===== src/design/dsf_pkg.sv =====
`timescale 1ns / 1ps
package dsf_pkg;

   localparam int COORD_BITS_DEF      = 21;
   localparam int COORD_FRAC_BITS_DEF = 10;

   // unit direction component magnitude, Q.24 so at most 2^24
   localparam int UNIT_Q_BITS = 25;

   localparam int CSR_IDX_BITS  = 2;
   localparam int CSR_DATA_BITS = 32;

   typedef enum logic [CSR_IDX_BITS-1:0] {
      CSR_SPRING_ENABLED  = 2'd0,
      CSR_SPRING_CONSTANT = 2'd1,
      CSR_DAMPING_COEFF   = 2'd2,
      CSR_REST_LENGTH     = 2'd3
   } csr_index_type;

   localparam logic        SPRING_ENABLED_RST  = 1'b1;
   localparam logic [31:0] SPRING_CONSTANT_RST = 32'h0001_0000;
   localparam logic [31:0] DAMPING_COEFF_RST   = 32'h0000_0000;
   localparam logic [30:0] REST_LENGTH_RST     = 31'h0000_0000;

   localparam int REQ_DATA_BITS = 256;
   localparam int RSP_DATA_BITS = 96;
   localparam int FIELD_BITS    = 63;

   // width of the line force before the per-axis product, saturated to +-2^38
   localparam int R_BITS = 40;

   typedef struct packed {
      logic act;
      logic a_free;
      logic b_free;
   } flags_type;

endpackage


===== src/design/dsf_isqrt.sv =====
`timescale 1ns / 1ps
module dsf_isqrt
   import dsf_pkg::*;
#(
   parameter int RW = 30
) (
   input  logic            clock,
   input  logic            en,
   input  logic [2*RW-1:0] x_i,
   output logic [RW-1:0]   root_o
);

   localparam int XW = 2 * RW;

   // one result bit per stage, restoring
   logic [RW+1:0] rem_ff  [RW];
   logic [RW-1:0] root_ff [RW];
   logic [XW-1:0] x_ff    [RW];
   logic [RW+1:0] rem_in  [RW];
   logic [RW-1:0] root_in [RW];
   logic [XW-1:0] x_in    [RW];
   logic [RW+1:0] rem_prev  [RW];
   logic [RW-1:0] root_prev [RW];
   logic [XW-1:0] x_prev    [RW];
   logic [RW+1:0] rem_sh    [RW];
   logic [RW+1:0] trial     [RW];
   logic          take      [RW];

   genvar k;
   for (k = 0; k < RW; k++) begin : g_stage
      if (k == 0) begin : g_first
         assign rem_prev[k]  = '0;
         assign root_prev[k] = '0;
         assign x_prev[k]    = x_i;
      end else begin : g_next
         assign rem_prev[k]  = rem_ff[k-1];
         assign root_prev[k] = root_ff[k-1];
         assign x_prev[k]    = x_ff[k-1];
      end
      assign rem_sh[k]  = {rem_prev[k][RW-1:0], x_prev[k][XW-1 -: 2]};
      assign trial[k]   = {root_prev[k], 2'b01};
      assign take[k]    = (rem_sh[k] >= trial[k]);
      assign rem_in[k]  = take[k] ? (rem_sh[k] - trial[k]) : rem_sh[k];
      assign root_in[k] = {root_prev[k][RW-2:0], take[k]};
      assign x_in[k]    = x_prev[k] << 2;
   end

   always_ff @(posedge clock) begin
      if (en) begin
         for (int i = 0; i < RW; i++) begin
            rem_ff[i]  <= rem_in[i];
            root_ff[i] <= root_in[i];
            x_ff[i]    <= x_in[i];
         end
      end
   end

   assign root_o = root_ff[RW-1];

endmodule


===== config.mk =====
export PLATFORM = sky130hd
export DESIGN_NAME = dsf_isqrt
export DESIGN_NICKNAME = d
export VERILOG_FILES = /design/src/design/dsf_pkg.sv /design/src/design/dsf_isqrt.sv
export SDC_FILE = /design/constraint.sdc
export NUM_CORES = 2
export LEC_CHECK = 0
export BUFFER_PORTS_ARGS = -buffer_cell sky130_fd_sc_hd__buf_2
export CORE_MARGIN = 2
export CORE_UTILIZATION = 65
export CTS_CLUSTER_SIZE = 24
export DETAILED_ROUTE_END_ITERATION = 7
export GPL_TIMING_DRIVEN = 1
export HOLD_SLACK_MARGIN = 0.06
export PLACE_DENSITY = 0.91
export RECOVER_POWER = 50
export SYNTH_ARGS = -nofsm -noshare
export SYNTH_HDL_FRONTEND = slang
export SYNTH_SLANG_ARGS = --single-unit

===== constraint.sdc =====
create_clock -name clock -period 10.2 [get_ports clock]
set_clock_uncertainty 0.2 [all_clocks]
set_input_delay 1.53 -clock clock [delete_from_list [all_inputs] [get_ports clock]]
set_output_delay 1.53 -clock clock [all_outputs]
set_load 0.03 [all_outputs]

==> Yosys cells after proc, flatten, opt, wreduce, memory -nomap -nowiden <==
Memories as Yosys holds them, arrays and structs flattened.
Index checks and enable logic that the tools add are counted.
{ "op_classes": {"magnitude_cmp": 30, "muxes": 32, "add_sub_neg": 30} }
{ "ops": {"columns": ["cell", "count"], "rows": [
  ["$mux W32", 30],
  ["$ge A32 B32 Y1", 29],
  ["$sub A32 B32 Y32", 29],
  ["$sub A2 B1 Y3 const B", 1],
  ["$ge A2 B1 Y1 const B", 1],
  ["$mux W1", 2]
]} }
{ "word_totals": {"ram_bits": 3600, "word_cells": 95, "in_bits": 62, "regBits": 0, "mem_count": 3} }
{ "memory_table": {"columns": ["name", "depth", "word_bits", "read_ports", "rd_clocked_by_memory_dff", "write_ports", "line", "rtl"], "rows": [
  ["x_ff", 30, 58, 29, 0, 30, "dsf_isqrt.sv:18", "logic [XW-1:0] x_ff [RW];"],
  ["rem_ff", 30, 32, 29, 0, 30, "dsf_isqrt.sv:16", "logic [RW+1:0] rem_ff [RW];"],
  ["root_ff", 30, 30, 30, 0, 30, "dsf_isqrt.sv:17", "logic [RW-1:0] root_ff [RW];"]
]} }

==> Depth between registers and ports, before layout <==
An unclocked memory read counts as a cell.
{ "depth": {"word_depth": 3, "ltp_mapped": 14, "depth_no_buf": 13} }

==> Least setup slack after synthesis <==
OpenSTA, ideal clock, no wires.
{ "synth_timing": {"path_kind": "register -> register", "start": "mem rem_ff[1][67] (netlist bit)", "end": "mem rem_ff[1][113] (netlist bit), data pin", "synth_period_minus_slack_ps": 3495, "path_slack_ps": 6705, "t_arrival_ps": 3035, "path_stages_with_launch": 11, "path_buffers": 1, "required_ps": 9740, "path_cell_list": "edfxtp_1 > ha_1 > a21o_1 > a21o_1 > and2_1 > o41a_1 > o31ai_1 > o21ai_1 > a21oi_1 > clkbuf_1 > mux2_2"} }
{ "synth_rtl": {"columns": ["item", "line"], "rows": [
  ["start: declaration", "dsf_isqrt.sv:16"]
]} }

==> run_results.csv <==
group,metric,value,unit
outcome,status,"finished with violations",
outcome,violations,"capacitance limit, slew limit",
setup_path,cp_data_required_time,10440,ps
drt,drt_iter0_drc,6071,
clocking,post_cts_buffers,0,
global_routing,grt_max_degree,215,
floorplan,dieWidth,396,um
synth,yosysWarnings,0,
power,power.leakage,42.3,nW
place,io_buffers,91,
place,gp_congestion,0.916,
hold_path,min_path_type,"register to register",
synth,ys_seq_area_share,64.9,%
drt,wl,203,mm
sta,fin_tns_setup,0,ps
synth,ys.flop_type,"edfxtp_1",
clocking,cts_buffers,203,
sta,max_slew.worst_pin.slew,4400,ps
floorplan,die_h,396,um
clocking,clk_latency,870,ps
clocking,clkSinkCount,2163,
sta,setup_viol,0,
global_routing,track_usage,25.7,%
synth,synth_edf_count,2163,
sta,drv_slew,390,
clocking,cts_resized,0,
setup_path,setup.worst_path.class,"input port to register",
clocking,clkTransAtPathRegs,60,ps
synth,ys_ff_latch,2163,
sta,finalCriticalPeriod,6150,ps
global_routing,grtUsageMet2,42.4,%
synth,syn_area,100000,sq um
floorplan,rows,143,
setup_path,timing.rr.start,"rem_ff[1][352]",
drt,drc,0,
setup_path,critPathMaxFanout,187,
clocking,cts_root_buf,"clkbuf_16",
place,dpl.hpwl,134,mm
synth,ys_types,87,
global_routing,antenna_found_initial,2,
setup_path,startpoint_type,"input port",
clocking,clockBufferDepth,3,
synth,avgSynthCellArea,13.1,sq um
drt,route.vias.total,60984,
layout,nNetsFinal,8367,
global_routing,grt_pass1_vias,59458,
power,power.density,228,nW/um^2
setup_path,arrival,6390,ps
setup_path,r2r_slack,5790,ps
setup_path,end_kind,"register",
global_routing,overflow,0,
layout,final_common_cell,"edfxtp_1",
synth,synth_cells,7638,
layout,final_cell_mix,"edfxtp_1 (2,163), inv_1 (620), nand2_1 (539)",
synth,yosys.area.top_type_share,64.9,%
synth,synth_area_leaders,"edfxtp_1 (65%), ha_1 (6.2%), xnor2_1 (3.4%)",
sta,slew_headroom,-193,%
drt,drt_first_pass_iters,6,
global_routing,grt_util_met1,34.1,%
sta,period_share,60.3,%
layout,num-fill-cells,9389,
layout,syn2layout_area_growth,9.55,%
clocking,cts_tree,"yes",
hold_path,min_from,"x_ff[0][733]",
job,maxCapViolations,4,
drt,via_per_inst,6.09,
synth,syn_nets,8197,
layout,drive_above_1_share,7.05,%
floorplan,dieArea,157000,sq um
sta,hold_viol_final,0,
power,ir_drop,224,uV
global_routing,grt_use_met3,4.35,%
global_routing,grt_pass1_wl,319,mm
drt,drtAntennaViolNets,0,
global_routing,top_usage_layer,"met2",
floorplan,core_area,152000,sq um
power,total_power,25.0,mW
clocking,htreeDepth,4,
sta,max_clock_freq,0.163,GHz
floorplan,initial_core_util,65.6,%
drt,wl_per_cell,20.2,um
sta,rsz0062_at_grt,"false",
synth,yosys.area.top_type,"edfxtp_1",
setup_path,crit_start,"en",
clocking,holdBufCountCts,0,
floorplan,io_pins,92,
synth,async_reset_ff_share,0,%
-- report_power, final --
group	internal [mW]	total [mW]	switching (mW)
clock network	4.39	7.70	3.31
logic	2.22	5.23	3.02
registers	11.3	12.1	0.785
-- per-layer routing --
layer | wire length [um] | part of all wire [%]
met5 | 13 | 0.0064
met4 | 8300 | 4.1
met3 | 15600 | 7.7
met2 | 97000 | 48
met1 | 81700 | 40
-- sequential cells by signal, indices dropped and copies added (netlist names) --
register / flops
rem_ff: 828
x_ff: 870
root_ff: 465
-- worst max-delay path, stage by stage --
cell      delay, ps
buf_12          500
clkbuf_2       3080
buf_4           900
-- per-stage QoR --
stage / instances / util, % / area (sq um) / hold WS (ps) / setup WS, ps
after floorplan: 7638 / - / 100000 / 200 / 6700
after global placement: 9633 / 67.4 / 103000 / 200 / 5820
after detailed placement: 9633 / 67.4 / 103000 / 205 / 5750
after CTS: 10011 / 71.9 / 110000 / 200 / 5810
after global routing: 10012 / 71.9 / 110000 / 200 / 3580
final: 10013 / 71.9 / 110000 / 199 / 4050
-- final cells by class --
class / instances / area, sq um / area share (%)
clock buffer: 247 / 5250 / 4.79
sequential: 2163 / 65000 / 59.3
multi-input combinational: 4695 / 32100 / 29.3
antenna: 2 / 5.00 / 0.00457
inverter: 621 / 2330 / 2.13
clock inverter: 131 / 1630 / 1.49
tap: 2030 / 2540 / 2.32
timing repair buffer: 124 / 802 / 0.732
-- Yosys cell counts (70+ instances only) --
| library cell | number |
|---|---|
| nand2_1 | 539 |
| xor2_1 | 318 |
| xnor2_1 | 385 |
| o21ai_0 | 404 |
| edfxtp_1 | 2163 |
| a21oi_1 | 461 |
| nor2_1 | 428 |
| or3_1 | 70 |
| nor2b_1 | 91 |
| nor3_1 | 187 |
| nand4_1 | 79 |
| o21a_1 | 85 |
| nand3_1 | 115 |
| clkbuf_1 | 118 |
| nor4_1 | 75 |
| nand2b_1 | 85 |
| ha_1 | 497 |
| a21o_1 | 216 |
| mux2_2 | 83 |
| inv_1 | 620 |
-- path summary, 6_finish.rpt --
| kind | end | depth (start not counted) |
|---|---|---|
| max | rem_ff[1][316] | 3 |
| min | x_ff[0][793] | 0 |
| max reg2reg | rem_ff[1][406] | 11 |
| min reg2reg | x_ff[0][793] | 0 |
-- cell families after synthesis --
logic type | count (synthesis) | synth area share (%)
other | 1 | 0.00375
XOR/XNOR | 703 | 6.15
AND/OR/NAND/NOR | 1901 | 9.37
multiplexers | 88 | 0.984
flip-flops | 2163 | 64.9
adder cells (fa/ha/maj) | 497 | 6.22
AO/OA/AOI/OAI | 1505 | 9.29
buffers and inverters | 780 | 3.05
Note: power is estimated with default switching activity, not from simulation.
