==> src/design/dsf_pkg.sv <==
`timescale 1ns / 1ps
package dsf_pkg;

   localparam int COORD_BITS_DEF      = 21;
   localparam int COORD_FRAC_BITS_DEF = 10;

   // unit direction component magnitude, Q.24 so at most 2^24
   localparam int UNIT_Q_BITS = 25;

   localparam int CSR_IDX_BITS  = 2;
   localparam int CSR_DATA_BITS = 32;

   typedef enum logic [CSR_IDX_BITS-1:0] {
      CSR_SPRING_ENABLED  = 2'd0,
      CSR_SPRING_CONSTANT = 2'd1,
      CSR_DAMPING_COEFF   = 2'd2,
      CSR_REST_LENGTH     = 2'd3
   } csr_index_type;

   localparam logic        SPRING_ENABLED_RST  = 1'b1;
   localparam logic [31:0] SPRING_CONSTANT_RST = 32'h0001_0000;
   localparam logic [31:0] DAMPING_COEFF_RST   = 32'h0000_0000;
   localparam logic [30:0] REST_LENGTH_RST     = 31'h0000_0000;

   localparam int REQ_DATA_BITS = 256;
   localparam int RSP_DATA_BITS = 96;
   localparam int FIELD_BITS    = 63;

   // width of the line force before the per-axis product, saturated to +-2^38
   localparam int R_BITS = 40;

   typedef struct packed {
      logic act;
      logic a_free;
      logic b_free;
   } flags_type;

endpackage

==> src/design/dsf_div.sv <==
`timescale 1ns / 1ps
module dsf_div
   import dsf_pkg::*;
#(
   parameter int MW = 22,
   parameter int RW = 30
) (
   input  logic                   clock,
   input  logic                   en,
   input  logic [MW-1:0]          mag_i,
   input  logic [RW-1:0]          den_i,
   output logic [UNIT_Q_BITS-1:0] quo_o
);

   localparam int QW = UNIT_Q_BITS;

   // quotient of mag * 2^32 / den; remainder starts at mag * 2^7, then only zeros shift in
   logic [RW:0]   rem_ff  [QW];
   logic [RW-1:0] den_ff  [QW];
   logic [QW-1:0] quo_ff  [QW];
   logic [RW:0]   rem_in  [QW];
   logic [QW-1:0] quo_in  [QW];
   logic [RW:0]   rem_prev [QW];
   logic [RW-1:0] den_prev [QW];
   logic [QW-1:0] quo_prev [QW];
   logic [RW:0]   rem_sh   [QW];
   logic          take     [QW];

   genvar k;
   for (k = 0; k < QW; k++) begin : g_stage
      if (k == 0) begin : g_first
         assign rem_prev[k] = (RW+1)'({mag_i, 7'd0});
         assign den_prev[k] = den_i;
         assign quo_prev[k] = '0;
      end else begin : g_next
         assign rem_prev[k] = rem_ff[k-1];
         assign den_prev[k] = den_ff[k-1];
         assign quo_prev[k] = quo_ff[k-1];
      end
      assign rem_sh[k] = {rem_prev[k][RW-1:0], 1'b0};
      assign take[k]   = (rem_sh[k] >= {1'b0, den_prev[k]});
      assign rem_in[k] = take[k] ? (rem_sh[k] - {1'b0, den_prev[k]}) : rem_sh[k];
      assign quo_in[k] = {quo_prev[k][QW-2:0], take[k]};
   end

   always_ff @(posedge clock) begin
      if (en) begin
         for (int i = 0; i < QW; i++) begin
            rem_ff[i] <= rem_in[i];
            den_ff[i] <= (i == 0) ? den_i : den_ff[i == 0 ? 0 : i-1];
            quo_ff[i] <= quo_in[i];
         end
      end
   end

   assign quo_o = quo_ff[QW-1];

endmodule

==> config.mk <==
export PLATFORM = sky130hd
export DESIGN_NAME = dsf_div
export DESIGN_NICKNAME = d
export VERILOG_FILES = /design/src/design/dsf_pkg.sv /design/src/design/dsf_div.sv
export SDC_FILE = /design/constraint.sdc
export NUM_CORES = 2
export LEC_CHECK = 0
export ABC_AREA = 0
export BUFFER_PORTS_ARGS = -buffer_cell sky130_fd_sc_hd__clkbuf_2
export CAP_MARGIN = 20
export CORE_MARGIN = 2
export CORE_UTILIZATION = 58
export DETAILED_ROUTE_END_ITERATION = 16
export PLACE_DENSITY = 0.74
export SLEW_MARGIN = 0
export SYNTH_ARGS = -nofsm -noshare
export SYNTH_HDL_FRONTEND = slang
export SYNTH_SLANG_ARGS = --single-unit
==> constraint.sdc <==
create_clock -name clock -period 3.65 [get_ports clock]
set_input_delay 0.1825 -clock clock [delete_from_list [all_inputs] [get_ports clock]]
set_output_delay 0.1825 -clock clock [all_outputs]
set_load 0.01 [all_outputs]
Yosys cells after proc, flatten, opt, wreduce, memory -nomap -nowiden
Memories as Yosys holds them, arrays and structs flattened. Cells that the tools add are included.

Bits in writable memories: 2150. ROM bits: 0. Bits in latches: 0. Input port bits: 54. Memories kept: 3. Bits in registers: 0.

Memories: rem_ff (depth 25, bits a word 31, rd ports 24, clocked after Yosys merged registers in 0, wr ports 25, RTL line dsf_div.sv:18) `logic [RW:0] rem_ff [QW];`; den_ff (depth 25, bits a word 30, rd ports 24, clocked after Yosys merged registers in 0, wr ports 25, RTL line dsf_div.sv:19) `logic [RW-1:0] den_ff [QW];`; quo_ff (depth 25, bits a word 25, rd ports 25, clocked after Yosys merged registers in 0, wr ports 25, RTL line dsf_div.sv:20) `logic [QW-1:0] quo_ff [QW];`.

Bitwise logic cells: 0. Divide/modulo/power cells: 0. $lt $le $gt $ge: 25. Shift operators: 0. Reductions and logical operators: 0. Multiplexer cells: 27. $mul: 0. $add $sub $neg: 25. Equality and inequality tests: 0.

Operators with widths (count): $mux W31 (25); $ge A31 B30 Y1 (24); $sub A31 B30 Y31 (24); $sub A30 B30 Y31 (1); $ge A30 B30 Y1 (1); $mux W1 (2).

Logic depth before layout (Yosys ltp)
An unclocked memory read counts as a cell.

Word-level depth: 3. Depth in mapped cells: 15. Depth with buffers taken out: 12.

Worst setup path after synthesis
OpenSTA, ideal clock, no wires.

Kind: register -> register. From: memory rem_ff[1][165] in the netlist's numbering. To: memory rem_ff[1][201] in the netlist's numbering, data pin. Buffers on the path: 2. Arrival time: 3.539 ns. Cell stages (with the launch flop): 13. Path slack: -0.151 ns. Library setup time: 0.262 ns. Period minus slack after synthesis: 3.801 ns. Path through: edfxtp_1 ha_1 buf_2 nand3_1 o211ai_1 o41a_1 a221o_1 a211o_1 a31o_1 o21a_1 a2111oi_4 buf_2 mux2_1.

RTL lines (RTL line): from (decl) (dsf_div.sv:18).

==> flow_summary_export.csv <==
group,metric,value,unit
logic_synthesis,synth.net_count,9192,
timing,finalSetupViolations,0,
worst_setup_path,endpoint_kind,"flop",
timing,fin_crit_sh,0.996,
power_and_ir_drop,p_sw_frac,0.367,
global_routing,grt_max_degree,176,
finish,drive_above_1_share,0.157,
detailed_routing,drc,0,
detailed_routing,initialDrtViolationCount,5645,
worst_setup_path,required,4.23,ns
logic_synthesis,netlist_area,98700,um^2
logic_synthesis,yosysSeqAreaShare,0.537,
logic_synthesis,yosys_register_bits,1765,
detailed_routing,wl,240,mm
detailed_routing,avgViaCountPerCell,5.87,
power_and_ir_drop,pwr-share-seq,0.334,
worst_setup_path,crit_arrival,4.21,ns
global_routing,track_usage,0.270,
clock_network,clkTransAtPathRegs,0.06,ns
logic_synthesis,syn-instance-count,8373,
power_and_ir_drop,p_int,65.2,mW
timing,drv_slew,0,
run,cap_violations,0,
logic_synthesis,synth_common_cells,"edfxtp_1 (1,765), inv_1 (870), ha_1 (742)",
floorplanning,pin_count,79,
logic_synthesis,synth_edf_count,1765,
timing,worstMarginPinSlew,1.10,ns
power_and_ir_drop,p_comb_frac,0.484,
timing,slew_headroom,0.263,
power_and_ir_drop,finalPower,103,mW
global_routing,antenna_found_initial,0,
logic_synthesis,synth_top_area_frac,0.537,
place,dp_hpwl,179,mm
detailed_routing,drt_first_pass_iters,8,
global_routing,overflow,0,
timing,hold_violations,0,
place,finalWeightedCongestion,0.930,
timing,rsz0062_at_grt,"true",
logic_synthesis,yosys_warnings,0,
logic_synthesis,yosysMostFrequentCell,"edfxtp_1",
power_and_ir_drop,p_per_area,918,nW/um^2
logic_synthesis,avgSynthCellArea,11.8,um^2
detailed_routing,vias,66100,
finish,multi_input_area,42500,um^2
floorplanning,die_w,417,um
min_path,min_path_type,"input port to flop",
power_and_ir_drop,peakVddDrop,0.549,mV
logic_synthesis,synth_ff_type,"edfxtp_1",
floorplanning,initial_core_util,0.583,
worst_setup_path,critPathLaunchType,"flop",
power_and_ir_drop,p_leak,46.4,nW
logic_synthesis,yosys-top-cells-area,"edfxtp_1 (54%), ha_1 (9.4%), mux2_2 (5.8%), xnor2_1 (3.4%), inv_1 (3.3%)",
floorplanning,die_area,174000,um^2
clock_network,htree_levels,4,
logic_synthesis,synth_top_area_cell,"edfxtp_1",
floorplanning,die_h,417,um
clock_network,clock_path_buffers,3,
logic_synthesis,synth_cell_types,79,
global_routing,grt_first_pass_wirelength,363,mm
finish,num-fill-cells,12600,
run_status,status,"finished, final reports clean",
finish,nets,9715,
timing,period_minus_slack,3.63,ns
clock_network,cts_buffers,186,
logic_synthesis,async_reset_ff_frac,0,
timing,tns,0,ns
worst_setup_path,worstPathMaxFanout,12,
clock_network,clk_latency,0.83,ns
floorplanning,rows,151,
detailed_routing,postRouteAntennaNets,0,
detailed_routing,wl_per_cell,21.3,um
global_routing,grt_pass1_vias,64000,
finish,final-seq-area,53000,um^2
timing,clock-skew-final,0.0320,ns
clock_network,cts_tree,"yes",
power_and_ir_drop,p_clk_frac,0.182,
clock_network,cts_num_sinks,1765,
clock_network,cts_root_buffer,"clkbuf_16",
floorplanning,placeableCoreArea,169000,um^2
worst_setup_path,path_class,"flop to flop",
power_and_ir_drop,p_switching,37.9,mW
timing,max_freq,0.275,GHz
finish,area_growth,13.7,%
place,port_buffers,78,
-- layout by cell type (no fill, tap or decap), drive strengths merged, types with 85 or more instances in the layout --
| cell | n |
|---|---|
| edfxtp | 1765 |
| inv | 875 |
| ha | 742 |
| a21oi | 637 |
| mux2 | 511 |
| nand2 | 467 |
| o21ai | 438 |
| nor2 | 395 |
| buf | 386 |
| xnor2 | 380 |
| a21o | 365 |
| clkbuf | 306 |
| xor2 | 246 |
| nand3 | 150 |
| o21bai | 91 |
| nor3 | 85 |
-- registers in the layout, indices dropped and copies added, names as in the netlist --
signal	cells
quo_ff	325
den_ff	720
rem_ff	720
-- metrics by stage --
stage          cell area [um^2]  cells  utilization  hold slack, ns  setup WS, ns
2_1_floorplan             98700   8373            -           0.281       -0.0242
3_3_place_gp             104000  10800        0.616           0.380        -0.121
3_5_place_dp             104000  10800        0.616           0.378        -0.139
4_1_cts                  111000  11200        0.655          0.0560      -0.00214
5_1_grt                  112000  11300        0.663          0.0906       -0.0794
6_report                 112000  11300        0.663           0.118        0.0150
-- kinds of logic after synthesis --
logic type,after synthesis,synth area share
muxes,526,0.0598
and+or+nand+nor,1570,0.0759
adders and majority gates,765,0.0987
xor gates and xnor gates,626,0.0555
buffers and inverters,1062,0.0415
DFF,1765,0.537
AOI/OAI and AO/OA,2059,0.132
-- final cells by class --
cell class | count | share of cell area
sequential | 1765 | 0.472
antenna | 1 | 0.0000223
timing repair buffer | 526 | 0.0420
inverter | 871 | 0.0291
tap | 2218 | 0.0247
clock inverter | 114 | 0.0100
clock buffer | 220 | 0.0433
multi-input combinational | 5546 | 0.379
-- worst max-delay path, stage by stage (launching register included) --
cell and delay (ns):
edfxtp_1 0.40, inv_1 0.08, ha_1 0.24, a2111o_1 0.39
o211ai_1 0.28, a21oi_1 0.14, o21ai_1 0.15, buf_4 0.16
nor3_2 0.05, o31a_1 0.34, or2_4 0.25, a31oi_4 0.34
buf_12 0.20, mux2_2 0.34
-- power by group through the flow --
stage	Sequential, mW	Combinational [mW]	Clock, mW
after floorplan	32.2	34.9	0
after detailed placement	34.8	47.0	0
after global placement	34.8	46.1	0
final	34.4	49.9	18.7
after CTS	34.4	47.6	19.1
after global routing	34.8	54.6	19.8
-- repair_timing --
action / in CTS / in global routing
setup buffers: 1 / 55
gates cloned: 1 / 11
hold buffers: 53 / 0
setup endpoints to repair: 74 / 499
pin swaps: 3 / 53
gates resized for setup: 12 / 181
hold endpoints to repair: 106 / 0
-- path summary, 6_finish.rpt --
path	startpoint	endpoint	slack, ns	cells past startpoint
worst max-delay path	den_ff[19][4]$_DFFE_PP_	rem_ff[2][133]$_DFFE_PP_	0.02	13
worst min-delay path	den_i[17]	den_ff[0][17]$_DFFE_PP_	0.12	2
worst max register to register	den_ff[19][4]$_DFFE_PP_	rem_ff[2][133]$_DFFE_PP_	0.02	13
worst min register to register	quo_ff[0][385]$_DFFE_PP_	quo_ff[1][11]$_DFFE_PP_	0.41	0
-- per-layer routing --
layer | vias to the layer above | share of wire | GRT usage
met2 | 1784 | 0.50 | 0.476
met5 | - | 0 | 0
met4 | 0 | 0.038 | 0.0984
met3 | 472 | 0.045 | 0.0314
li1 | 31900 | - | -
met1 | 32000 | 0.41 | 0.342
Note: power is estimated with default switching activity, not from simulation.
